## src/design/rkpr_pkg.sv

```systemverilog
// Shared types and constants for the remote key press, repeat and release block.
package rkpr_pkg;

  // Raw code layout and the break code
  localparam logic [15:0] BREAK_CODE = 16'h00FF;
  localparam int unsigned KEY_BITS   = 15;
  localparam int unsigned REPEAT_BIT = 15;

  // Event kinds
  localparam logic [1:0] EV_PRESS   = 2'd0;
  localparam logic [1:0] EV_RELEASE = 2'd1;
  localparam logic [1:0] EV_REPEAT  = 2'd2;

  // Operation codes of an input transaction
  localparam logic OP_CODE = 1'b0;
  localparam logic OP_TICK = 1'b1;

  // Configuration register indexes
  localparam logic [1:0] CFG_REPEAT_DELAY    = 2'd0;
  localparam logic [1:0] CFG_REPEAT_RATE     = 2'd1;
  localparam logic [1:0] CFG_RELEASE_TIMEOUT = 2'd2;

  // Configuration reset values
  localparam logic [15:0] RST_REPEAT_DELAY    = 16'd500;
  localparam logic [15:0] RST_REPEAT_RATE     = 16'd100;
  localparam logic [15:0] RST_RELEASE_TIMEOUT = 16'd1500;

  typedef struct packed {
    logic        operation;
    logic [15:0] rc_code;
  } in_item_t;

  typedef struct packed {
    logic [KEY_BITS-1:0] key_code;
    logic [1:0]          event_kind;
    logic                last_of_run;
  } out_item_t;

  // Events produced by one input transaction, in order
  typedef struct packed {
    logic [1:0] num;
    out_item_t  ev0;
    out_item_t  ev1;
  } evt_push_t;

endpackage

```

## src/design/rkpr_core.sv

```systemverilog
// Key state, repeat and release timers, and event generation for one transaction.
module rkpr_core #(
  parameter int TIMER_WIDTH = 16
) (
  input  logic                clk,
  input  logic                rst_n,
  input  logic                in_fire,
  input  rkpr_pkg::in_item_t  in_item,
  input  logic                cfg_we,
  input  logic [1:0]          cfg_index,
  input  logic [15:0]         cfg_wdata,
  output rkpr_pkg::evt_push_t push
);

  localparam logic [32:0] TMAX_W = (33'd1 << TIMER_WIDTH) - 33'd1;
  localparam logic [31:0] TMAX   = TMAX_W[31:0];

  // Saturate a 16-bit load value to the timer width
  function automatic logic [TIMER_WIDTH-1:0] load_val(input logic [15:0] v);
    logic [31:0] wide;
    wide = {16'b0, v};
    if (wide > TMAX) begin
      load_val = TMAX[TIMER_WIDTH-1:0];
    end else begin
      load_val = TIMER_WIDTH'(v);
    end
  endfunction

  logic [15:0] repeat_delay_r, repeat_rate_r, release_timeout_r;

  logic [15:0]            held_code_r, held_code_nxt;
  logic                   held_valid_r, held_valid_nxt;
  logic [TIMER_WIDTH-1:0] release_count_r, release_count_nxt;
  logic                   release_active_r, release_active_nxt;
  logic [TIMER_WIDTH-1:0] repeat_count_r, repeat_count_nxt;
  logic                   repeat_active_r, repeat_active_nxt;

  logic                   c0_vld, c1_vld;
  rkpr_pkg::out_item_t    c0, c1;
  logic                   differs;
  logic [15:0]            code;

  // Hold configuration registers
  always_ff @(posedge clk) begin
    if (!rst_n) begin
      repeat_delay_r    <= rkpr_pkg::RST_REPEAT_DELAY;
      repeat_rate_r     <= rkpr_pkg::RST_REPEAT_RATE;
      release_timeout_r <= rkpr_pkg::RST_RELEASE_TIMEOUT;
    end else if (cfg_we) begin
      case (cfg_index)
        rkpr_pkg::CFG_REPEAT_DELAY:    repeat_delay_r    <= cfg_wdata;
        rkpr_pkg::CFG_REPEAT_RATE:     repeat_rate_r     <= cfg_wdata;
        rkpr_pkg::CFG_RELEASE_TIMEOUT: release_timeout_r <= cfg_wdata;
        default: ;
      endcase
    end
  end

  // Compute next key state and the events of this transaction
  always_comb begin
    held_code_nxt      = held_code_r;
    held_valid_nxt     = held_valid_r;
    release_count_nxt  = release_count_r;
    release_active_nxt = release_active_r;
    repeat_count_nxt   = repeat_count_r;
    repeat_active_nxt  = repeat_active_r;
    c0_vld             = 1'b0;
    c1_vld             = 1'b0;
    c0                 = '0;
    c1                 = '0;
    code               = in_item.rc_code;
    differs            = !held_valid_r ||
                         (held_code_r[rkpr_pkg::KEY_BITS-1:0] !=
                          code[rkpr_pkg::KEY_BITS-1:0]);

    if (in_item.operation == rkpr_pkg::OP_CODE) begin
      if (code == rkpr_pkg::BREAK_CODE) begin
        // Break: stop timers, release held key
        release_active_nxt = 1'b0;
        repeat_active_nxt  = 1'b0;
        held_valid_nxt     = 1'b0;
        c0_vld             = held_valid_r;
        c0.key_code        = held_code_r[rkpr_pkg::KEY_BITS-1:0];
        c0.event_kind      = rkpr_pkg::EV_RELEASE;
      end else begin
        release_count_nxt  = load_val(release_timeout_r);
        release_active_nxt = 1'b1;
        held_code_nxt      = code;
        held_valid_nxt     = 1'b1;
        // Release the old key on a new key or a fresh press
        if (held_valid_r && (differs || !code[rkpr_pkg::REPEAT_BIT])) begin
          repeat_active_nxt = 1'b0;
          c0_vld            = 1'b1;
          c0.key_code       = held_code_r[rkpr_pkg::KEY_BITS-1:0];
          c0.event_kind     = rkpr_pkg::EV_RELEASE;
        end
        if (differs) begin
          c1_vld        = 1'b1;
          c1.key_code   = code[rkpr_pkg::KEY_BITS-1:0];
          c1.event_kind = rkpr_pkg::EV_PRESS;
        end else if (code[rkpr_pkg::REPEAT_BIT] && !repeat_active_r) begin
          repeat_count_nxt  = load_val(repeat_delay_r);
          repeat_active_nxt = 1'b1;
        end
      end
    end else begin
      // Tick: advance repeat timer first
      if (repeat_active_r) begin
        if (repeat_count_r <= TIMER_WIDTH'(1)) begin
          c0_vld           = held_valid_r;
          c0.key_code      = held_code_r[rkpr_pkg::KEY_BITS-1:0];
          c0.event_kind    = rkpr_pkg::EV_REPEAT;
          repeat_count_nxt = load_val(repeat_rate_r);
        end else begin
          repeat_count_nxt = repeat_count_r - TIMER_WIDTH'(1);
        end
      end
      // Then the release timer
      if (release_active_r) begin
        if (release_count_r <= TIMER_WIDTH'(1)) begin
          release_active_nxt = 1'b0;
          release_count_nxt  = '0;
          held_valid_nxt     = 1'b0;
          repeat_active_nxt  = 1'b0;
          c1_vld             = held_valid_r;
          c1.key_code        = held_code_r[rkpr_pkg::KEY_BITS-1:0];
          c1.event_kind      = rkpr_pkg::EV_RELEASE;
        end else begin
          release_count_nxt = release_count_r - TIMER_WIDTH'(1);
        end
      end
    end

    // Pack events in order and mark the last one
    c0.last_of_run = !c1_vld;
    c1.last_of_run = 1'b1;
    push.num = {1'b0, c0_vld} + {1'b0, c1_vld};
    push.ev0 = c0_vld ? c0 : c1;
    push.ev1 = c1;
  end

  // Advance key state on each accepted transaction
  always_ff @(posedge clk) begin
    if (!rst_n) begin
      held_code_r      <= '0;
      held_valid_r     <= 1'b0;
      release_count_r  <= '0;
      release_active_r <= 1'b0;
      repeat_count_r   <= '0;
      repeat_active_r  <= 1'b0;
    end else if (in_fire) begin
      held_code_r      <= held_code_nxt;
      held_valid_r     <= held_valid_nxt;
      release_count_r  <= release_count_nxt;
      release_active_r <= release_active_nxt;
      repeat_count_r   <= repeat_count_nxt;
      repeat_active_r  <= repeat_active_nxt;
    end
  end

endmodule

```

## src/design/rkpr_evq.sv

```systemverilog
// Four-entry event queue: takes up to two events per cycle, delivers one unless stalled.
module rkpr_evq (
  input  logic                clk,
  input  logic                rst_n,
  input  logic                push_en,
  input  rkpr_pkg::evt_push_t push,
  output logic                full2,
  output logic                out_valid,
  input  logic                out_stall,
  output rkpr_pkg::out_item_t out_item
);

  rkpr_pkg::out_item_t mem_r [4];
  logic [1:0] head_r, head_nxt;
  logic [1:0] tail_r, tail_nxt;
  logic [2:0] count_r, count_nxt;
  logic [1:0] n_in;
  logic       pop;

  // Accept a new transaction only with room for two events
  assign full2     = (count_r > 3'd2);
  assign out_valid = (count_r != 3'd0);
  assign out_item  = mem_r[head_r];
  assign pop       = out_valid && !out_stall;
  assign n_in      = push_en ? push.num : 2'd0;

  always_comb begin
    tail_nxt  = tail_r + n_in;
    head_nxt  = head_r + {1'b0, pop};
    count_nxt = count_r + {1'b0, n_in} - {2'b0, pop};
  end

  // Write events at the tail
  always_ff @(posedge clk) begin
    if (n_in != 2'd0) begin
      mem_r[tail_r] <= push.ev0;
    end
    if (n_in == 2'd2) begin
      mem_r[tail_r + 2'd1] <= push.ev1;
    end
  end

  // Advance pointers and occupancy
  always_ff @(posedge clk) begin
    if (!rst_n) begin
      head_r  <= '0;
      tail_r  <= '0;
      count_r <= '0;
    end else begin
      head_r  <= head_nxt;
      tail_r  <= tail_nxt;
      count_r <= count_nxt;
    end
  end

endmodule

```

## src/design/remote_key_press_repeat_release_core.sv

```systemverilog
// Top level: remote key event generator with auto-repeat and release timeout.
//
//   channel | direction | handshake      | payload
//   in_     | input     | valid / stall  | rkpr_pkg::in_item_t (operation, rc_code)
//   out_    | output    | valid / stall  | rkpr_pkg::out_item_t (key, kind, last)
//   cfg_    | input     | valid / ready  | 2-bit register index, 16-bit data
//
// One transaction per cycle unless stalled: key state and timers update on acceptance
// and its events enter a four-entry queue, first visible in the next cycle.
// A transaction that yields two events delivers them one at a time; the queue
// stalls the input whenever it cannot hold two more events.
// Reset is synchronous on rst_n; cfg_ready is always high.
module remote_key_press_repeat_release_core #(
  parameter int TIMER_WIDTH = 16
) (
  input  logic                clk,
  input  logic                rst_n,
  input  logic                in_valid,
  output logic                in_stall,
  input  rkpr_pkg::in_item_t  in_item,
  output logic                out_valid,
  input  logic                out_stall,
  output rkpr_pkg::out_item_t out_item,
  input  logic                cfg_valid,
  output logic                cfg_ready,
  input  logic [1:0]          cfg_index,
  input  logic [15:0]         cfg_wdata
);

  logic                in_fire;
  logic                full2;
  rkpr_pkg::evt_push_t push;

  assign in_stall  = full2;
  assign in_fire   = in_valid && !full2;
  assign cfg_ready = 1'b1;

  rkpr_core #(
    .TIMER_WIDTH(TIMER_WIDTH)
  ) u_core (
    .clk       (clk),
    .rst_n     (rst_n),
    .in_fire   (in_fire),
    .in_item   (in_item),
    .cfg_we    (cfg_valid && cfg_ready),
    .cfg_index (cfg_index),
    .cfg_wdata (cfg_wdata),
    .push      (push)
  );

  rkpr_evq u_evq (
    .clk       (clk),
    .rst_n     (rst_n),
    .push_en   (in_fire),
    .push      (push),
    .full2     (full2),
    .out_valid (out_valid),
    .out_stall (out_stall),
    .out_item  (out_item)
  );

endmodule

```

## config.mk

```make
export PLATFORM = sky130hd
export DESIGN_NAME = remote_key_press_repeat_release_core
export DESIGN_NICKNAME = d
export VERILOG_FILES = /design/src/design/rkpr_pkg.sv /design/src/design/rkpr_core.sv /design/src/design/rkpr_evq.sv /design/src/design/remote_key_press_repeat_release_core.sv
export SDC_FILE = /design/constraint.sdc
export NUM_CORES = 1
export LEC_CHECK = 0
export BUFFER_PORTS_ARGS = -buffer_cell sky130_fd_sc_hd__clkbuf_2
export CORE_ASPECT_RATIO = 0.7
export CORE_MARGIN = 4
export CORE_UTILIZATION = 53
export CTS_CLUSTER_SIZE = 16
export DETAILED_ROUTE_END_ITERATION = 6
export PLACE_DENSITY = 0.8
export SLEW_MARGIN = 10
export SYNTH_ARGS = -nofsm -noshare
export SYNTH_HDL_FRONTEND = slang
export SYNTH_SLANG_ARGS = --single-unit
export TNS_END_PERCENT = 20
```

## constraint.sdc

```tcl
create_clock -name clk -period 4.5 [get_ports clk]
set_input_delay 0.225 -clock clk [delete_from_list [all_inputs] [get_ports clk]]
set_output_delay 0.225 -clock clk [all_outputs]
set_load 0.01 [all_outputs]
```

== Yosys cells after proc, flatten, opt, wreduce, memory -nomap -nowiden ==
Memories as Yosys holds them, arrays and structs flattened. A register that Yosys moved wholly into a read port is not among the register bits.
Cells that the tools add are included.
W data, S select, Z words.

* Bits in registers: 105
* Memories kept: 1
* Output and inout port bits: 21
* Bits in writable memories: 72

* Eq/ne operators: 10
* Multiplexer cells: 49
* Reductions and logical operators: 23
* Bitwise gates (word level): 2
* Order comparisons: 3
* $add $sub $neg: 8

{| class="wikitable"
|+ Memories
! name !! words !! width !! read ports !! clocked after Yosys merged registers in !! wr ports !! RTL line !! text
|-
| u_evq.mem_r || 4 || 18 || 1 || 1 || 2 || rkpr_evq.sv:13 || <nowiki>rkpr_pkg::out_item_t mem_r [4];</nowiki>
|}

{| class="wikitable"
|+ Operator list
! cell !! count
|-
| $mux W17 || 10
|-
| $mux W16 || 10
|-
| $le A16 B1 Y1 const B || 2
|-
| $sub A16 B1 Y16 const B || 2
|-
| $mux W1 || 26
|-
| $mux W18 || 1
|-
| $eq A16 B8 Y1 const B || 1
|-
| $ne A15 B15 Y1 || 1
|-
| $reduce_and A3 Y1 || 3
|-
| $logic_not A1 Y1 || 6
|-
| $ne A2 B1 Y1 const B || 3
|-
| $reduce_and A2 Y1 || 3
|-
| $reduce_and A5 Y1 || 1
|-
| $eq A2 B2 Y1 const B || 2
|-
| $logic_and A1 B1 Y1 || 4
|-
| $mux W2 || 2
|-
| $ne A2 B2 Y1 const B || 2
|-
| $reduce_bool A2 Y1 || 2
|-
| $add A3 B2 Y3 || 1
|-
| $gt A3 B2 Y1 const B || 1
|-
| $reduce_bool A3 Y1 || 1
|-
| $sub A3 B1 Y3 || 1
|-
| $add A1 B1 Y2 || 1
|-
| $add A2 B1 Y2 || 1
|-
| 6 further kinds || 8
|}

== Depth between registers and ports, before layout ==
Gate-level depths: netlist (run 1).

* Depth after elaboration: 12
* Gate-level depth with buffers: 16
* Depth with buffers taken out: 14

== Cells and area by module ==
From an unflattened synthesis (run 1), not the netlist that was laid out.

* Cells, all modules: 903
* Area total of the unflattened synthesis: 9285.2 um^2

{| class="wikitable"
|+ Modules (own cells, without submodules)
! module !! instances !! area an instance (um^2) !! seq. area each (um^2) !! cells each
|-
| rkpr_core || 1 || 5330.1 || 1961.9 || 671
|-
| rkpr_evq || 1 || 3930.0 || 2302.2 || 229
|-
| remote_key_press_repeat_release_core || 1 || 25.0 || 0.0 || 3
|}

== Worst setup path after synthesis (run 1) ==
OpenSTA, ideal clock, no wires.

* Kind: register to register
* Start: register u_core.repeat_count_r[4]
* End: memory u_evq.mem_r[2][10] (netlist bit) (data pin)
* Setup slack: 0.169 ns
* Data required time: 4.243 ns
* Period minus slack after synthesis: 4.331 ns
* Stages on the path, launching flop included: 17
* Arrival time: 4.074 ns
* Cells stage by stage: dfxtp_1 buf_6 or4_4 buf_6 or4_4 buf_6 or3_4 buf_6 or2b_1 ha_1 or2_2 nand4_1 nand2_1 nand2_1 o21ai_4 buf_6 a32o_2

{| class="wikitable"
|+ RTL lines
! item !! RTL line !! text
|-
| from (decl) || rkpr_core.sv:35 || <nowiki>logic [TIMER_WIDTH-1:0] repeat_count_r, repeat_count_nxt;</nowiki>
|-
| from (signal assigned) || rkpr_core.sv:156 || <nowiki>repeat_count_r <= repeat_count_nxt;</nowiki>
|-
| to (decl) || rkpr_evq.sv:13 ||
|}

==> results of run 1 <==
==> registers in the layout, indices dropped and copies added (netlist names), 3 cells and up <==
signal	cells
u_core.held_code_r	15
u_core.release_count_r	16
u_core.release_timeout_r	16
u_core.repeat_count_r	16
u_core.repeat_delay_r	16
u_core.repeat_rate_r	16
u_evq.count_r	3
u_evq.mem_r	72
==> metrics by stage <==
| stage | utilization [%] | power (mW) | setup slack (ns) |
|---|---|---|---|
| 2_1_floorplan | - | 2.62 | 0.169 |
| 3_3_place_gp | 56.8 | 2.91 | 0.619 |
| 3_5_place_dp | 56.8 | 2.94 | 0.551 |
| 4_1_cts | 60.3 | 4.41 | 0.530 |
| 5_1_grt | 60.3 | 4.60 | 0.340 |
| 6_report | 60.3 | 4.40 | 0.477 |
==> area by class of cell <==
type | instances | area (µm²) | share of cell area [%]
inverter | 19 | 71.3 | 0.719
clock buffer | 19 | 464 | 4.68
multi-input combinational | 629 | 4350 | 43.9
timing repair buffer | 79 | 445 | 4.49
tap | 225 | 282 | 2.84
sequential | 177 | 4180 | 42.2
clock inverter | 13 | 119 | 1.20
==> per-layer routing <==
layer	GRT usage, %	vias up	part of all wire, %
li1	-	3438	-
met2	36.0	377	42
met3	6.69	25	11
met5	0	-	0
met4	6.09	0	1.2
met1	37.3	3588	46
==> power groups by stage <==
stage / Clock, mW / Combinational, mW / Sequential, mW
6_report: 1.47 / 1.04 / 1.89
3_5_place_dp: 0 / 1.02 / 1.92
5_1_grt: 1.56 / 1.14 / 1.90
3_3_place_gp: 0 / 0.993 / 1.91
2_1_floorplan: 0 / 0.745 / 1.88
4_1_cts: 1.49 / 1.03 / 1.89
==> worst min path at each step <==
| stage | cells after the start | to | startpoint | slack (ns) |
|---|---|---|---|---|
| floorplan | 2 | u_core.release_timeout_r[10] | cfg_wdata[10] | 0.35 |
| global placement | 2 | u_core.repeat_delay_r[14] | u_core.repeat_delay_r[14] | 0.44 |
| detailed placement | 2 | u_core.release_count_r[7] | u_core.release_count_r[7] | 0.45 |
| CTS | 3 | u_core.repeat_rate_r[1] | cfg_wdata[1] | 0.02 |
| global route | 3 | u_core.repeat_delay_r[1] | cfg_wdata[1] | 0.04 |
| finish | 3 | u_core.repeat_rate_r[6] | cfg_wdata[6] | 0.04 |
==> layout by cell type, fill, tap and decap left out, types with 10 or more instances in the layout <==
cell type  netlist  final
buf_4            1     20
a32o_2          44     44
nand4_1         16     16
nor4_1          14     14
nor2b_1         14     14
inv_1           18     18
ha_1            10     10
clkbuf_16        0     18
mux4_2          18     18
o21ai_0         36     36
a32o_1          18     18
clkbuf_2         0     59
edfxtp_1        64     64
o211ai_1        12     12
a21oi_1         76     76
o31ai_1         12     11
dfxtp_1        113    113
xnor2_1         26     26
nor2_1          42     42
nand3_1         29     29
nand2_1        127    127
mux2i_1         19     19
nor3_1          20     19
==> kinds of logic after synthesis <==
| family | Yosys count | share of synthesized area (%) |
|---|---|---|
| buffers and inverters | 100 | 5.01 |
| multiplexers | 37 | 6.64 |
| AND/OR/NAND/NOR | 297 | 15.8 |
| flip-flops | 177 | 46.7 |
| adder cells (fa/ha/maj) | 11 | 1.62 |
| other | 1 | 0.0418 |
| AO/OA/AOI/OAI | 250 | 21.0 |
| XOR/XNOR | 33 | 3.22 |
==> worst reg2reg max path: cells and delay by family (launching register included) <==
kind	cells	cell delay (ns)
and+or+nand+nor	8	2.70
adders and majority gates	1	0.25
DFF	1	0.37
AOI/OAI and AO/OA	2	0.44
==> flow_metrics.env, run 1 <==
export IMPL_synth_enable_flop_cells=64
export IMPL_crit_path_start_kind="flip-flop"
export IMPL_synth_common_cells="127 x nand2_1, 113 x dfxtp_1, 76 x a21oi_1"
export IMPL_critPathArrivalTime_ns=4.22
export IMPL_htree_num_levels=4
export IMPL_io_buffers=59
export IMPL_cp_end_kind="flip-flop"
export IMPL_worst_path_stages=11
export IMPL_yosysSeqAreaShare_pct=46.7
export IMPL_max_freq_mhz=249
export IMPL_die_h_um=117
export IMPL_grt_max_degree=61
export IMPL_drtPass1Iterations=5
export IMPL_yosysTopAreaCellShare_pct=25.2
export IMPL_whs_ns=0.0392
export IMPL_cpPeakStageDelay_ns=0.62
export IMPL_reg2reg_depth=11
export IMPL_instances_no_fill=1161
export IMPL_status="completed"
export IMPL_ys_warn_count=0
export IMPL_critPathBufInv=0
export IMPL_placed_area_mm2=0.00933
export IMPL_rsz0062_at_grt="no"
export IMPL_die_area_mm2=0.0191
export IMPL_syn_inst=906
export IMPL_fin_area_mm2=0.00992
export IMPL_cap_violations=0
export IMPL_finalCritPeriodShare_pct=89.4
export IMPL_path_class="flip-flop to flip-flop"
export IMPL_gp_congestion=0.906
export IMPL_hold_path_class="input port to flip-flop"
export IMPL_swShare_pct=31.2
export IMPL_ys_flop_type="dfxtp_1"
export IMPL_clock_latency_ns=0.45
export IMPL_ys_types=62
export IMPL_critical_path_endpoint="u_evq.mem_r[3][8]"
export IMPL_antenna_found_initial=0
export IMPL_synth_async_reset_ratio_pct=0
export IMPL_cts_setup_buffers=0
export IMPL_cts_path_max_buffers=2
export IMPL_tns_ns=0
export IMPL_fill_cells=1374
export IMPL_die_x_um=163
export IMPL_p_leak_nw=3.87
export IMPL_cp_startpoint="u_core.repeat_count_r[4]"
export IMPL_routed_via_density=6.40
export IMPL_tritoncts="done"
export IMPL_ir_worst_vdd_v=0.000286
export IMPL_start_util_pct=54.5
export IMPL_syn2layout_area_growth_pct=10.6
export IMPL_clk_transition_reported_paths_ns=0.08
export IMPL_combPwrFrac_pct=23.6
export IMPL_dp_cells=1129
export IMPL_cts_root_buffer="clkbuf_16"
export IMPL_drt_iter0_markers=920
export IMPL_p_switching_mw=1.37
export IMPL_drv_slew=0
export IMPL_rows=39
export IMPL_clock_skew_ns=0.0217
export IMPL_yosys_area_top_type="dfxtp_1"
export IMPL_rr_startpoint="u_core.repeat_count_r[4]"
export IMPL_gr_total_overflow=0
export IMPL_vias=7428
export IMPL_crit_path_top_delay_cell="or4_4"
export IMPL_relSlewSlack_pct=23.2
export IMPL_hold_violations=0
export IMPL_routedWlPerCell_um=20.2
export IMPL_cts_sinks=177
export IMPL_path_max_fanout=15
export IMPL_grtUsageTotal_pct=24.9
export IMPL_path_cells="or4_4 > or4_4 > or3_4 > or2b_1 > ha_1 > or2_2 > nand4_1 > nand2_1 > nand2_1 > o21ai_4 > a32o_2"
export IMPL_yosysMostFrequentCell="nand2_1"
export IMPL_worstMarginPinSlew_ns=1.15
export IMPL_core_area_mm2=0.0164
export IMPL_clkPwrFrac_pct=33.5
export IMPL_r2r_end="u_evq.mem_r[3][8]"
export IMPL_critPathTopFamily="simple AND/OR/NAND/NOR gates"
export IMPL_setup_viol=0
export IMPL_grt_pass1_vias=6898
export IMPL_avgSynthCellArea_um2=9.89
export IMPL_cts_inserted_buffers=17
export IMPL_power_frac_seq_pct=42.9
export IMPL_holdBufCountCts=0
export IMPL_diodes=0
export IMPL_drive_above_1_share_pct=20.9
export IMPL_wirelength_um=23400
export IMPL_cp_data_required_time_ns=4.70
export IMPL_r2r_slack_ns=0.48
export IMPL_synth_seq_cells=177
export IMPL_place_hpwl_um=15400
export IMPL_p_int_mw=3.03
export IMPL_post_route_drc_count=0
export IMPL_synth_area_leaders="dfxtp_1 25%, edfxtp_1 21%, a32o_2 5.5%"
export IMPL_syn_nets=957
export IMPL_nNetsFinal=974
export IMPL_grt_pass1_wl_um=37100
export IMPL_io_pins=61
export IMPL_fin_crit_ns=4.02
export IMPL_power_density_mw_per_mm2=444
export IMPL_ant_nets=0
export IMPL_netlist_area_mm2=0.00896
export IMPL_cts_resized=0
Note: power is estimated with default switching activity, not from simulation.
==> run 2: changes to the inputs <==
--- a/config.mk
+++ b/config.mk
@@ -8,10 +8,10 @@
 export BUFFER_PORTS_ARGS = -buffer_cell sky130_fd_sc_hd__clkbuf_2
 export CORE_ASPECT_RATIO = 0.7
 export CORE_MARGIN = 4
-export CORE_UTILIZATION = 53
+export CORE_UTILIZATION = 55
 export CTS_CLUSTER_SIZE = 16
 export DETAILED_ROUTE_END_ITERATION = 6
-export PLACE_DENSITY = 0.8
+export PLACE_DENSITY = 0.82
 export SLEW_MARGIN = 10
 export SYNTH_ARGS = -nofsm -noshare
 export SYNTH_HDL_FRONTEND = slang
==> run 2 against run 1 <==
Critical path depth is the same. Sequential cell count is the same. Utilization grew 2.5 points. Combinational power is essentially flat. Cell count shrank 0.26%. First-iteration DRC count grew 15%. Clock skew shrank 0.011 ns.
==> flow_metrics.env, run 2 (synthesis results as in run 1) <==
export IMPL_placed_area_mm2=0.00934
export IMPL_final_util_pct=62.8
export IMPL_use_met3_pct=7.13
export IMPL_drt_iter0_markers=1055
export IMPL_met1_usage_pct=38.6
export IMPL_drv_slew=0
export IMPL_io_pins=61
export IMPL_largest_register="u_evq.mem_r"
export IMPL_reg2reg_depth=11
export IMPL_core_area_mm2=0.0157
export IMPL_start_util_pct=57.0
export IMPL_antenna_found_initial=0
export IMPL_rows=38
export IMPL_top_usage_layer="met1"
export IMPL_status="completed"
export IMPL_gr_total_overflow=0
export IMPL_grt_pass1_wl_um=36900
export IMPL_instances_no_fill=1158
export IMPL_io_buffers=59
export IMPL_cts_setup_buffers=0
export IMPL_tns_ns=0
export IMPL_cp_end_kind="flip-flop"
export IMPL_gp_congestion=0.949
export IMPL_hold_violations=0
export IMPL_syn2layout_area_growth_pct=10.3
export IMPL_cp_data_required_time_ns=4.68
export IMPL_drive_above_1_share_pct=21.1
export IMPL_tritoncts="done"
export IMPL_relSlewSlack_pct=29.1
export IMPL_post_route_drc_count=0
export IMPL_die_x_um=161
export IMPL_largest_reg_flops=72
export IMPL_dp_cells=1126
export IMPL_vias=7403
export IMPL_rsz0062_at_grt="no"
export IMPL_ant_nets=0
export IMPL_drtPass1Iterations=6
export IMPL_crit_path_start_kind="flip-flop"
export IMPL_ir_worst_vdd_v=0.000291
export IMPL_nNetsFinal=976
export IMPL_routed_via_density=6.39
export IMPL_grtUsageTotal_pct=25.0
export IMPL_power_density_mw_per_mm2=435
export IMPL_path_max_fanout=15
export IMPL_diodes=0
export IMPL_critPathArrivalTime_ns=4.19
export IMPL_grtUsageMet2_pct=35.6
export IMPL_grt_max_degree=61
export IMPL_cts_resized=0
export IMPL_max_freq_mhz=250
export IMPL_routedWlPerCell_um=19.9
export IMPL_die_area_mm2=0.0184
export IMPL_grt_pass1_vias=6733
export IMPL_clk_transition_reported_paths_ns=0.07
export IMPL_cap_violations=0
export IMPL_place_hpwl_um=15200
export IMPL_worstMarginPinSlew_ns=1.06
export IMPL_fin_area_mm2=0.00989
export IMPL_finalCritPeriodShare_pct=89.0
export IMPL_setup_viol=0
export IMPL_clock_skew_ns=0.0111
export IMPL_cts_inserted_buffers=17
export IMPL_cts_path_max_buffers=2
export IMPL_cts_sinks=177
export IMPL_holdBufCountCts=0
export IMPL_cts_root_buffer="clkbuf_16"
export IMPL_layout_commonest_cell="nand2_1"
export IMPL_p_leak_nw=3.84
export IMPL_die_h_um=115
export IMPL_path_class="flip-flop to flip-flop"
export IMPL_hold_path_depth=3
export IMPL_final_cell_mix="127 x nand2_1, 113 x dfxtp_1, 76 x a21oi_1, 64 x edfxtp_1, 59 x clkbuf_2"
export IMPL_htree_num_levels=4
export IMPL_hold_path_class="input port to flip-flop"
export IMPL_fin_crit_ns=4.00
export IMPL_clock_latency_ns=0.43
export IMPL_wirelength_um=23000
==> run 2: cell count changes in the layout (fill, tap and decap cells not counted), moves of 2 or more <==
cell        delta
clkinv_2       -3
clkinv_4       +2
buf_4          +2
clkinvlp_4     +2
==> run 2: area by class of cell <==
type	instances	area, µm²
clock inverters	14	121
repair buffers	81	460
well taps	220	275
clock buffers	18	429
multi-input cells	629	4350
fillers	1273	5850
flip-flops and latches	177	4180
inverters	19	71.3
==> run 2: final timing paths <==
kind,slack [ns],from,to
max reg2reg,0.50,u_core.repeat_count_r[4],u_evq.mem_r[3][16]
min,0.04,cfg_wdata[8],u_core.repeat_delay_r[8]
min reg2reg,0.46,u_core.repeat_delay_r[0],u_core.repeat_delay_r[0]
max,0.50,u_core.repeat_count_r[4],u_evq.mem_r[3][16]
==> run 2: worst max-delay path: stages (launching register included) <==
cell and delay, ns:
dfxtp_1 0.38, or4_4 0.61, or4_4 0.62, or3_4 0.47
or2b_1 0.18, ha_1 0.25, or2_2 0.32, nand4_1 0.24
nand2_1 0.11, nand2_1 0.12, o21ai_4 0.17, a32o_2 0.27
==> run 2: per-stage QoR <==
stage	hold WS, ns	setup WS (ns)	power (mW)
2_1_floorplan	0.349	0.169	2.62
3_3_place_gp	0.439	0.657	2.90
3_5_place_dp	0.448	0.532	2.93
4_1_cts	0.0293	0.519	4.31
5_1_grt	0.0385	0.339	4.51
6_report	0.0425	0.496	4.30
==> run 2: report_power, final <==
part | switching [mW] | internal, mW
registers | 0.109 | 1.78
logic | 0.595 | 0.431
clock network | 0.664 | 0.724
==> run 2: per-layer routing <==
metal	up-vias	routed length, µm
li1	3440	-
met1	3565	10600
met2	384	9800
met3	14	2450
met4	0	118
met5	-	0
==> run 3: changes to the inputs <==
--- a/config.mk
+++ b/config.mk
@@ -8,10 +8,10 @@
 export BUFFER_PORTS_ARGS = -buffer_cell sky130_fd_sc_hd__clkbuf_2
 export CORE_ASPECT_RATIO = 0.7
 export CORE_MARGIN = 4
-export CORE_UTILIZATION = 55
+export CORE_UTILIZATION = 30
 export CTS_CLUSTER_SIZE = 16
 export DETAILED_ROUTE_END_ITERATION = 6
-export PLACE_DENSITY = 0.82
+export PLACE_DENSITY = 0.53
 export SLEW_MARGIN = 10
 export SYNTH_ARGS = -nofsm -noshare
 export SYNTH_HDL_FRONTEND = slang
==> run 3 against run 2 <==
Clock-buffer cell count increased by 3. Maximum frequency is 0.35% lower. First-iteration DRC count fell by 47%. Sequential cell count did not move. Final area is 2.3% higher. Worst setup slack got worse by 0.014 ns. Cell count rose by 14%. Sequential power barely moved. Via count down 2.7%. Largest cell class unchanged.
==> flow_metrics.env, run 3 (synthesis results as in run 1) <==
export IMPL_status="completed"
export IMPL_gr_total_overflow=0
export IMPL_drive_above_1_share_pct=21.3
export IMPL_p_leak_nw=3.87
export IMPL_cp_data_required_time_ns=4.68
export IMPL_ir_worst_vdd_v=0.000301
export IMPL_whs_ns=0.0448
export IMPL_place_hpwl_um=17500
export IMPL_nNetsFinal=976
export IMPL_post_route_drc_count=0
export IMPL_htree_num_levels=4
export IMPL_critPathArrivalTime_ns=4.20
export IMPL_io_buffers=59
export IMPL_vias=7204
export IMPL_antenna_found_initial=0
export IMPL_power_density_mw_per_mm2=436
export IMPL_tns_ns=0
export IMPL_routedWlPerCell_um=19.8
export IMPL_drv_slew=0
export IMPL_largest_register="u_evq.mem_r"
export IMPL_ant_nets=0
export IMPL_cts_sinks=177
export IMPL_die_x_um=215
export IMPL_cts_path_max_buffers=2
export IMPL_path_class="flip-flop to flip-flop"
export IMPL_grt_pass1_vias=6957
export IMPL_fill_cells=3029
export IMPL_relSlewSlack_pct=26.7
export IMPL_die_area_mm2=0.0328
export IMPL_largest_reg_flops=72
export IMPL_placed_area_mm2=0.00954
export IMPL_syn2layout_area_growth_pct=12.9
export IMPL_layout_commonest_cell="nand2_1"
export IMPL_drt_iter0_markers=564
export IMPL_fin_crit_ns=4.02
export IMPL_hold_path_class="input port to flip-flop"
export IMPL_gp_congestion=0.828
export IMPL_dp_cells=1284
export IMPL_setup_viol=0
export IMPL_clock_latency_ns=0.43
export IMPL_rsz0062_at_grt="no"
export IMPL_cp_end_kind="flip-flop"
export IMPL_path_max_fanout=15
export IMPL_cts_setup_buffers=0
export IMPL_cap_violations=0
export IMPL_worstMarginPinSlew_ns=1.10
export IMPL_grt_pass1_wl_um=41600
export IMPL_tritoncts="done"
export IMPL_io_pins=61
export IMPL_clk_transition_reported_paths_ns=0.07
export IMPL_core_area_mm2=0.0291
export IMPL_instances_no_fill=1316
export IMPL_finalCritPeriodShare_pct=89.3
export IMPL_final_cell_mix="127 x nand2_1, 113 x dfxtp_1, 76 x a21oi_1, 64 x edfxtp_1, 61 x clkbuf_2"
export IMPL_max_freq_mhz=249
export IMPL_clock_skew_ns=0.0100
export IMPL_holdBufCountCts=0
export IMPL_cts_resized=0
export IMPL_start_util_pct=30.8
export IMPL_die_h_um=153
export IMPL_r2r_slack_ns=0.48
export IMPL_crit_path_start_kind="flip-flop"
export IMPL_wirelength_um=26100
export IMPL_fin_area_mm2=0.0101
export IMPL_routed_via_density=5.47
export IMPL_cts_inserted_buffers=17
export IMPL_drtPass1Iterations=5
export IMPL_cts_root_buffer="clkbuf_16"
export IMPL_grt_max_degree=61
export IMPL_diodes=0
export IMPL_hold_violations=0
export IMPL_rows=52
export IMPL_grtUsageTotal_pct=15.9
## run 3: layout make-up
| class | instances | area, µm² | area share [%] |
|---|---|---|---|
| clock buffer | 21 | 474 | 4.69 |
| clock inverter | 11 | 104 | 1.03 |
| inverter | 19 | 71.3 | 0.705 |
| timing repair buffer | 81 | 460 | 4.55 |
| multi-input combinational | 629 | 4350 | 43.0 |
| sequential | 177 | 4180 | 41.3 |
| tap | 378 | 473 | 4.67 |
## run 3: path summary, 6_finish.rpt
check,start,to,cells after the start
hold reg to reg,u_core.repeat_delay_r[14],u_core.repeat_delay_r[14],2
hold / removal,cfg_wdata[8],u_core.release_timeout_r[8],3
setup reg to reg,u_core.repeat_count_r[4],u_evq.mem_r[3][12],11
setup / recovery,u_core.repeat_count_r[4],u_evq.mem_r[3][12],11
## run 3: worst max-delay path: stages (launching register included)
cell	delay, ns
dfxtp_1	0.37
or4_4	0.61
or4_4	0.62
or3_4	0.48
or2b_1	0.18
ha_1	0.25
or2_2	0.33
nand4_1	0.25
nand2_1	0.11
nand2_1	0.12
o21ai_4	0.17
a32o_2	0.26
## run 3: metal layers
layer	global-route usage (%)	up-vias	wire, µm
met5	0	-	0
met4	3.21	0	227
met3	3.15	18	1180
met2	22.4	178	10900
met1	25.0	3570	13800
li1	-	3438	-
## run 3: metrics by stage
step	total power [mW]	utilization, %	worst slack (ns)
after CTS	4.46	34.7	0.512
final	4.42	34.7	0.482
after global routing	4.66	34.7	0.331
after floorplan	2.62	-	0.169
after detailed placement	2.98	32.7	0.532
after global placement	2.97	32.7	0.595
## run 3: report_power, final
part | switching (mW) | leakage [nW] | internal, mW | total (mW)
sequential | 0.0994 | 1.49 | 1.78 | 1.88
clock | 0.657 | 0.290 | 0.819 | 1.48
combinational | 0.631 | 2.09 | 0.430 | 1.06
